`config.mk`:
```
export PLATFORM = sky130hd
export DESIGN_NAME = pl_divider
export DESIGN_NICKNAME = d
export VERILOG_FILES = /design/src/hw/rtl/pl_pkg.sv /design/src/hw/rtl/pl_divider.sv
export SDC_FILE = /design/constraint.sdc
export NUM_CORES = 1
export LEC_CHECK = 0
export BUFFER_PORTS_ARGS = -buffer_cell sky130_fd_sc_hd__buf_4
export CAP_MARGIN = 25
export CELL_PAD_IN_SITES_DETAIL_PLACEMENT = 0
export CELL_PAD_IN_SITES_GLOBAL_PLACEMENT = 1
export CORE_ASPECT_RATIO = 0.5
export CORE_MARGIN = 3
export CORE_UTILIZATION = 30
export CTS_BUF_LIST = sky130_fd_sc_hd__clkbuf_16
export DETAILED_ROUTE_END_ITERATION = 10
export HOLD_SLACK_MARGIN = 0.05
export PLACE_DENSITY_LB_ADDON = 0.12
export SETUP_SLACK_MARGIN = 0.4
export SLEW_MARGIN = 20
export SYNTH_ARGS = -nofsm -noshare
export SYNTH_HDL_FRONTEND = slang
export SYNTH_SLANG_ARGS = --single-unit
```
`constraint.sdc`:
```
create_clock -name clk_i -period 7.1 [get_ports clk_i]
set_input_delay 1.065 -clock clk_i [delete_from_list [all_inputs] [get_ports clk_i]]
set_output_delay 1.065 -clock clk_i [all_outputs]
set_load 0.01 [all_outputs]
```
`src/hw/rtl/pl_pkg.sv`:
```
// ----------------------------------------------------------------------------
// Position ledger package
// Table size, request and result types, codes and internal interface structs.
// ----------------------------------------------------------------------------
`default_nettype none

package pl_pkg;

  localparam int unsigned SYMBOL_COUNT = 1024;
  localparam int unsigned ADDR_W = (SYMBOL_COUNT > 1) ? $clog2(SYMBOL_COUNT) : 1;
  localparam int unsigned CNT_W = ADDR_W + 1;
  localparam int unsigned RANGE_W = 17;

  localparam int unsigned APB_ADDR_W = 4;
  localparam int unsigned APB_DATA_W = 64;

  localparam int unsigned DIV_NUM_W = 88;
  localparam int unsigned DIV_DEN_W = 32;
  localparam int unsigned DIV_Q_W = 64;
  localparam int unsigned DIV_CNT_W = $clog2(DIV_NUM_W + 1);

  localparam logic [63:0] PL_MIN64 = 64'h8000_0000_0000_0000;
  localparam logic [63:0] PL_MAX63 = 64'h7FFF_FFFF_FFFF_FFFF;

  typedef enum logic [1:0] {
    CMD_BUY    = 2'd0,
    CMD_SELL   = 2'd1,
    CMD_PRICE  = 2'd2,
    CMD_EQUITY = 2'd3
  } pl_cmd_e;

  typedef enum logic [1:0] {
    ST_OK       = 2'd0,
    ST_OVERSELL = 2'd1,
    ST_OVERFLOW = 2'd2
  } pl_status_e;

  typedef enum logic {
    REG_INITIAL_CASH = 1'b0,
    REG_COMMISSION   = 1'b1
  } pl_reg_e;

  typedef enum logic [3:0] {
    MOP_COST    = 4'd0,
    MOP_FEE_LO  = 4'd1,
    MOP_FEE_HI  = 4'd2,
    MOP_V_LO    = 4'd3,
    MOP_V_HI    = 4'd4,
    MOP_P_LO    = 4'd5,
    MOP_P_HI    = 4'd6,
    MOP_S_LO    = 4'd7,
    MOP_S_HI    = 4'd8
  } pl_mop_e;

  typedef struct packed {
    logic [1:0]  command;
    logic [9:0]  symbol;
    logic [23:0] quantity;
    logic [31:0] price;
    logic [31:0] order_id;
    logic [47:0] timestamp;
  } pl_req_t;

  typedef struct packed {
    logic [1:0]         status;
    logic [31:0]        echo_order_id;
    logic [9:0]         echo_symbol;
    logic [62:0]        trade_commission;
    logic [62:0]        buy_commission_share;
    logic signed [63:0] trade_pnl;
    logic signed [63:0] unrealized_value;
    logic signed [63:0] cash_balance;
    logic signed [63:0] equity_value;
    logic [47:0]        echo_timestamp;
  } pl_rsp_t;

  typedef struct packed {
    logic [31:0] held;
    logic [47:0] avg;
    logic [63:0] realized;
    logic [63:0] unrealized;
    logic [63:0] accrued;
    logic [31:0] last;
  } pl_entry_t;

  typedef struct packed {
    logic              we;
    logic [ADDR_W-1:0] waddr;
    logic [ADDR_W-1:0] raddr;
    pl_entry_t         wdata;
  } pl_ram_req_t;

  typedef struct packed {
    logic                 start;
    logic [DIV_NUM_W-1:0] num;
    logic [DIV_DEN_W-1:0] den;
  } pl_div_req_t;

  typedef struct packed {
    logic               done;
    logic [DIV_Q_W-1:0] quot;
  } pl_div_rsp_t;

  typedef struct packed {
    logic               load;
    logic signed [63:0] initial_cash;
    logic [23:0]        fee_rate;
  } pl_cfg_t;

endpackage

`default_nettype wire

```
`src/hw/rtl/pl_divider.sv`:
```
// ----------------------------------------------------------------------------
// Position ledger divider
// Bit-serial restoring divider, one quotient bit per cycle.
// ----------------------------------------------------------------------------
`default_nettype none

module pl_divider import pl_pkg::*; (
  input  logic        clk_i,
  input  logic        rst_ni,
  input  pl_div_req_t req_i,
  output pl_div_rsp_t rsp_o
);

  logic                 busy_q;
  logic                 done_q;
  logic [DIV_CNT_W-1:0] cnt_q;
  logic [DIV_NUM_W-1:0] num_q;
  logic [DIV_DEN_W-1:0] den_q;
  logic [DIV_DEN_W-1:0] rem_q;
  logic [DIV_Q_W-1:0]   quot_q;
  logic [DIV_DEN_W:0]   rem_sh;
  logic [DIV_DEN_W:0]   diff;
  logic                 take;

  assign rem_sh = {rem_q, num_q[DIV_NUM_W-1]};
  assign take   = (rem_sh >= (DIV_DEN_W+1)'(den_q));
  assign diff   = rem_sh - (DIV_DEN_W+1)'(den_q);

  always_ff @(posedge clk_i or negedge rst_ni) begin
    if (!rst_ni) begin
      busy_q <= 1'b0;
      done_q <= 1'b0;
      cnt_q  <= '0;
    end else begin
      done_q <= 1'b0;
      if (req_i.start) begin
        busy_q <= 1'b1;
        cnt_q  <= '0;
      end else if (busy_q) begin
        cnt_q <= cnt_q + DIV_CNT_W'(1);
        if (cnt_q == DIV_CNT_W'(DIV_NUM_W - 1)) begin
          busy_q <= 1'b0;
          done_q <= 1'b1;
        end
      end
    end
  end

  always_ff @(posedge clk_i) begin
    if (req_i.start) begin
      num_q  <= req_i.num;
      den_q  <= req_i.den;
      rem_q  <= '0;
      quot_q <= '0;
    end else if (busy_q) begin
      num_q  <= {num_q[DIV_NUM_W-2:0], 1'b0};
      rem_q  <= take ? diff[DIV_DEN_W-1:0] : rem_sh[DIV_DEN_W-1:0];
      quot_q <= {quot_q[DIV_Q_W-2:0], take};
    end
  end

  assign rsp_o.done = done_q;
  assign rsp_o.quot = quot_q;

endmodule

`default_nettype wire

```
==> load_flow_metrics.sql <==
INSERT INTO impl_metrics (metric_group, metric, value, unit) VALUES
('status', 'result_of_the_run', 'finished, final reports clean', ''),
('sta', 'timing.final.max_slew_violations', '0', ''),
('clock_tree', 'holdBufCountCts', '0', ''),
('synthesis', 'synth_top_family_by_area', 'multiplexers', ''),
('sta', 'worstMarginPinSlew', '0.979', 'ns'),
('sta', 'report.final.setup_viol', '0', ''),
('synthesis', 'simple_logic_cell_fraction_of_the_synthesized_area', '11.5', '%'),
('die', 'core_area', '0.0339', 'mm²'),
('drt', 'via_count', '7498', ''),
('drt', 'routed_wirelength', '26100', 'µm'),
('run', 'max_cap_viol_count', '0', ''),
('worst_setup_path', 'critPathKind', 'flop to flop', ''),
('placement', 'gpl.final_weighted_congestion', '0.788', ''),
('clock_tree', 'cts_tree', 'built', ''),
('clock_tree', 'cts_sink_cnt', '225', ''),
('global_route', 'globalRouteOverflowTotal', '0', ''),
('synthesis', 'postSynth.asyncResetShare', '4.00', '%'),
('synthesis', 'syn_nets', '1091', ''),
('global_route', 'grt_util_all_layers', '13.7', '%'),
('clock_tree', 'clk_transition_reported_paths', '0.06', 'ns'),
('synthesis', 'yosys.area.top_type', 'sky130_fd_sc_hd__edfxtp_1', ''),
('synthesis', 'synth_top_cells_by_count', 'sky130_fd_sc_hd__nor2_1, sky130_fd_sc_hd__edfxtp_1, sky130_fd_sc_hd__dfxtp_1, sky130_fd_sc_hd__mux2_2, sky130_fd_sc_hd__nand2_1', ''),
('worst_setup_path', 'critical_path.max_fanout', '33', ''),
('placement', 'dpl_cell_area', '0.0124', 'mm²'),
('die', 'start_util', '31.2', '%'),
('synthesis', 'yosys_most_used_dff', 'sky130_fd_sc_hd__edfxtp_1', ''),
('layout', 'synthToLayoutAreaGrowth', '25.6', '%'),
('clock_tree', 'clock_insertion_delay_worst_skew', '0.55', 'ns'),
('die', 'chipWidth', '272', 'µm'),
('synthesis', 'synth_compound_area_share', '9.24', '%'),
('die', 'ioPinCount', '188', ''),
('worst_setup_path', 'end_kind', 'flop', ''),
('drt', 'dr.pass1.iters', '5', ''),
('global_route', 'number_of_global_route_vias_before_repair', '7585', ''),
('synthesis', 'synthAdderAreaFrac', '4.09', '%'),
('layout', 'antenna-diode-count', '0', ''),
('worst_setup_path', 'worstReg2RegStart', 'den_q[3]', ''),
('clock_tree', 'cts_max_level', '1', ''),
('die', 'die_height', '139', 'µm'),
('drt', 'routed_wire_length_per_instance', '16.4', 'µm'),
('pwr', 'leakagePower', '5.91', 'nW'),
('synthesis', 'yosysSeqAreaShare', '54.3', '%'),
('clock_tree', 'clk_path_buf_depth', '3', ''),
('worst_setup_path', 'reg2reg_setup_slack', '3.74', 'ns'),
('worst_setup_path', 'worstSetupStartpointType', 'flop', ''),
('clock_tree', 'cts_root_buf', 'sky130_fd_sc_hd__clkbuf_16', ''),
('pwr', 'pwr_density_cell', '306', 'mW/mm²'),
('synthesis', 'yosys-mux-area-fraction', '15.6', '%'),
('sta', 'timing.final.crit_share', '47.3', '%'),
('synthesis', 'synth_area_per_cell', '11.3', 'µm²'),
('drt', 'vias_per_cell', '4.72', ''),
('layout', 'finalInstanceArea', '0.0133', 'mm²'),
('drt', 'route.antenna.remaining_nets', '0', ''),
('synthesis', 'synth_area', '0.0106', 'mm²'),
('worst_setup_path', 'worst-r2r-cell-count', '10', ''),
('placement', 'detailed_place_hpwl', '18000', 'µm'),
('sta', 'slew_headroom', '34.8', '%'),
('clock_tree', 'cts_buffers', '24', ''),
('sta', 'post_route_skew', '0.0132', 'ns'),
('layout', 'drive_above_1_share', '29.9', '%'),
('sta', 'layout_min_cycle_time', '3.36', 'ns'),
('synthesis', 'synth_edf_count', '120', ''),
('synthesis', 'yosysMostFrequentCell', 'sky130_fd_sc_hd__nor2_1', ''),
('sta', 'post_route_setup_tns', '0', 'ns'),
('global_route', 'number_of_antenna_violations_at_the_first_check_in_global_routing', '0', ''),
('worst_setup_path', 'regToRegEndpoint', 'rem_q[29]', ''),
('layout', 'design.final.nets', '1261', ''),
('pwr', 'vdd_ir_drop_max', '161', 'µV'),
('worst_setup_path', 'required', '7.54', 'ns'),
('worst_setup_path', 'critical_path_arrival', '3.80', 'ns'),
('global_route', 'grt_start_max_net_pins', '84', '');
## area by class of cell
| cell class | instances | area (µm²) | share of cell area (%) |
|---|---|---|---|
| tap | 465 | 582 | 4.37 |
| sequential | 225 | 5750 | 43.2 |
| inverter | 42 | 159 | 1.19 |
| timing repair buffer | 192 | 1450 | 10.9 |
| clock inverter | 20 | 280 | 2.11 |
| multi-input combinational | 619 | 4480 | 33.7 |
| clock buffer | 24 | 601 | 4.51 |
## power breakdown
part / switching (mW) / total, mW / internal, mW
Sequential: 0.0885 / 1.62 / 1.53
Combinational: 0.595 / 1.04 / 0.444
Clock: 0.571 / 1.41 / 0.843
## registers in the layout, indices dropped and copies added (netlist names)
register	cells
busy_q	1
done_q	1
rem_q	32
cnt_q	7
den_q	32
num_q	88
quot_q	64
## kinds of logic (layout without fill, tap and decap cells)
| group | count (synthesis) | count (layout) |
|---|---|---|
| AOI/OAI and AO/OA | 136 | 136 |
| xor gates and xnor gates | 22 | 22 |
| adders and majority gates | 34 | 34 |
| buffers and inverters | 90 | 278 |
| DFF | 225 | 225 |
| muxes | 154 | 154 |
| and+or+nand+nor | 273 | 273 |
## metrics by stage
stage          total power, mW  hold slack, ns  worst slack [ns]  utilization (%)  instances
5_1_grt                   4.34           0.298              3.46             39.2       1587
2_1_floorplan             2.41           0.451              3.27                -        934
4_1_cts                   4.13           0.290              3.70             39.2       1587
3_3_place_gp              2.68           0.484              3.69             36.6       1543
3_5_place_dp              2.69           0.492              3.58             36.6       1543
6_report                  4.07           0.331              3.74             39.2       1587
## worst max-delay path by stage
stage	end	startpoint	slack [ns]	depth (start not counted)
floorplan	num_q[0]	req_i[120]	3.27	4
global placement	num_q[84]	req_i[120]	3.69	4
detailed placement	num_q[59]	req_i[120]	3.58	4
CTS	rem_q[29]	den_q[3]	3.70	10
global route	rem_q[29]	den_q[3]	3.46	10
finish	rem_q[29]	den_q[3]	3.74	10
## placed cells by master, fill, tap and decap left out, types with 12 or more instances in the layout
cell	n
sky130_fd_sc_hd__buf_4	191
sky130_fd_sc_hd__nor2_1	122
sky130_fd_sc_hd__edfxtp_1	120
sky130_fd_sc_hd__dfxtp_1	96
sky130_fd_sc_hd__mux2_2	89
sky130_fd_sc_hd__nand2_1	76
sky130_fd_sc_hd__mux2i_1	65
sky130_fd_sc_hd__inv_1	41
sky130_fd_sc_hd__a21oi_1	37
sky130_fd_sc_hd__ha_1	33
sky130_fd_sc_hd__a311oi_1	27
sky130_fd_sc_hd__clkbuf_16	24
sky130_fd_sc_hd__o21ai_0	19
sky130_fd_sc_hd__a21o_1	14
sky130_fd_sc_hd__nand3_1	14
sky130_fd_sc_hd__nand4_1	12
sky130_fd_sc_hd__xnor2_1	12
## layer usage
metal / track usage (%) / vias up / share of wire [%]
met5: 0 / - / 0
met4: 3.44 / 0 / 2.4
met3: 3.35 / 35 / 4.4
met2: 22.8 / 101 / 48
met1: 17.9 / 3653 / 46
li1: - / 3709 / -
## critical path, cell delays in order, from the launching register on
cell                        delay, ns
sky130_fd_sc_hd__edfxtp_1        0.33
sky130_fd_sc_hd__inv_1           0.04
sky130_fd_sc_hd__ha_1            0.38
sky130_fd_sc_hd__a21o_1          0.22
sky130_fd_sc_hd__a21oi_2         0.25
sky130_fd_sc_hd__a2111oi_4       0.14
sky130_fd_sc_hd__nor4b_4         0.50
sky130_fd_sc_hd__a211oi_4        0.15
sky130_fd_sc_hd__nor2_4          0.73
sky130_fd_sc_hd__a21oi_1         0.17
sky130_fd_sc_hd__a311oi_1        0.31
(Power assumes the default switching activity.)
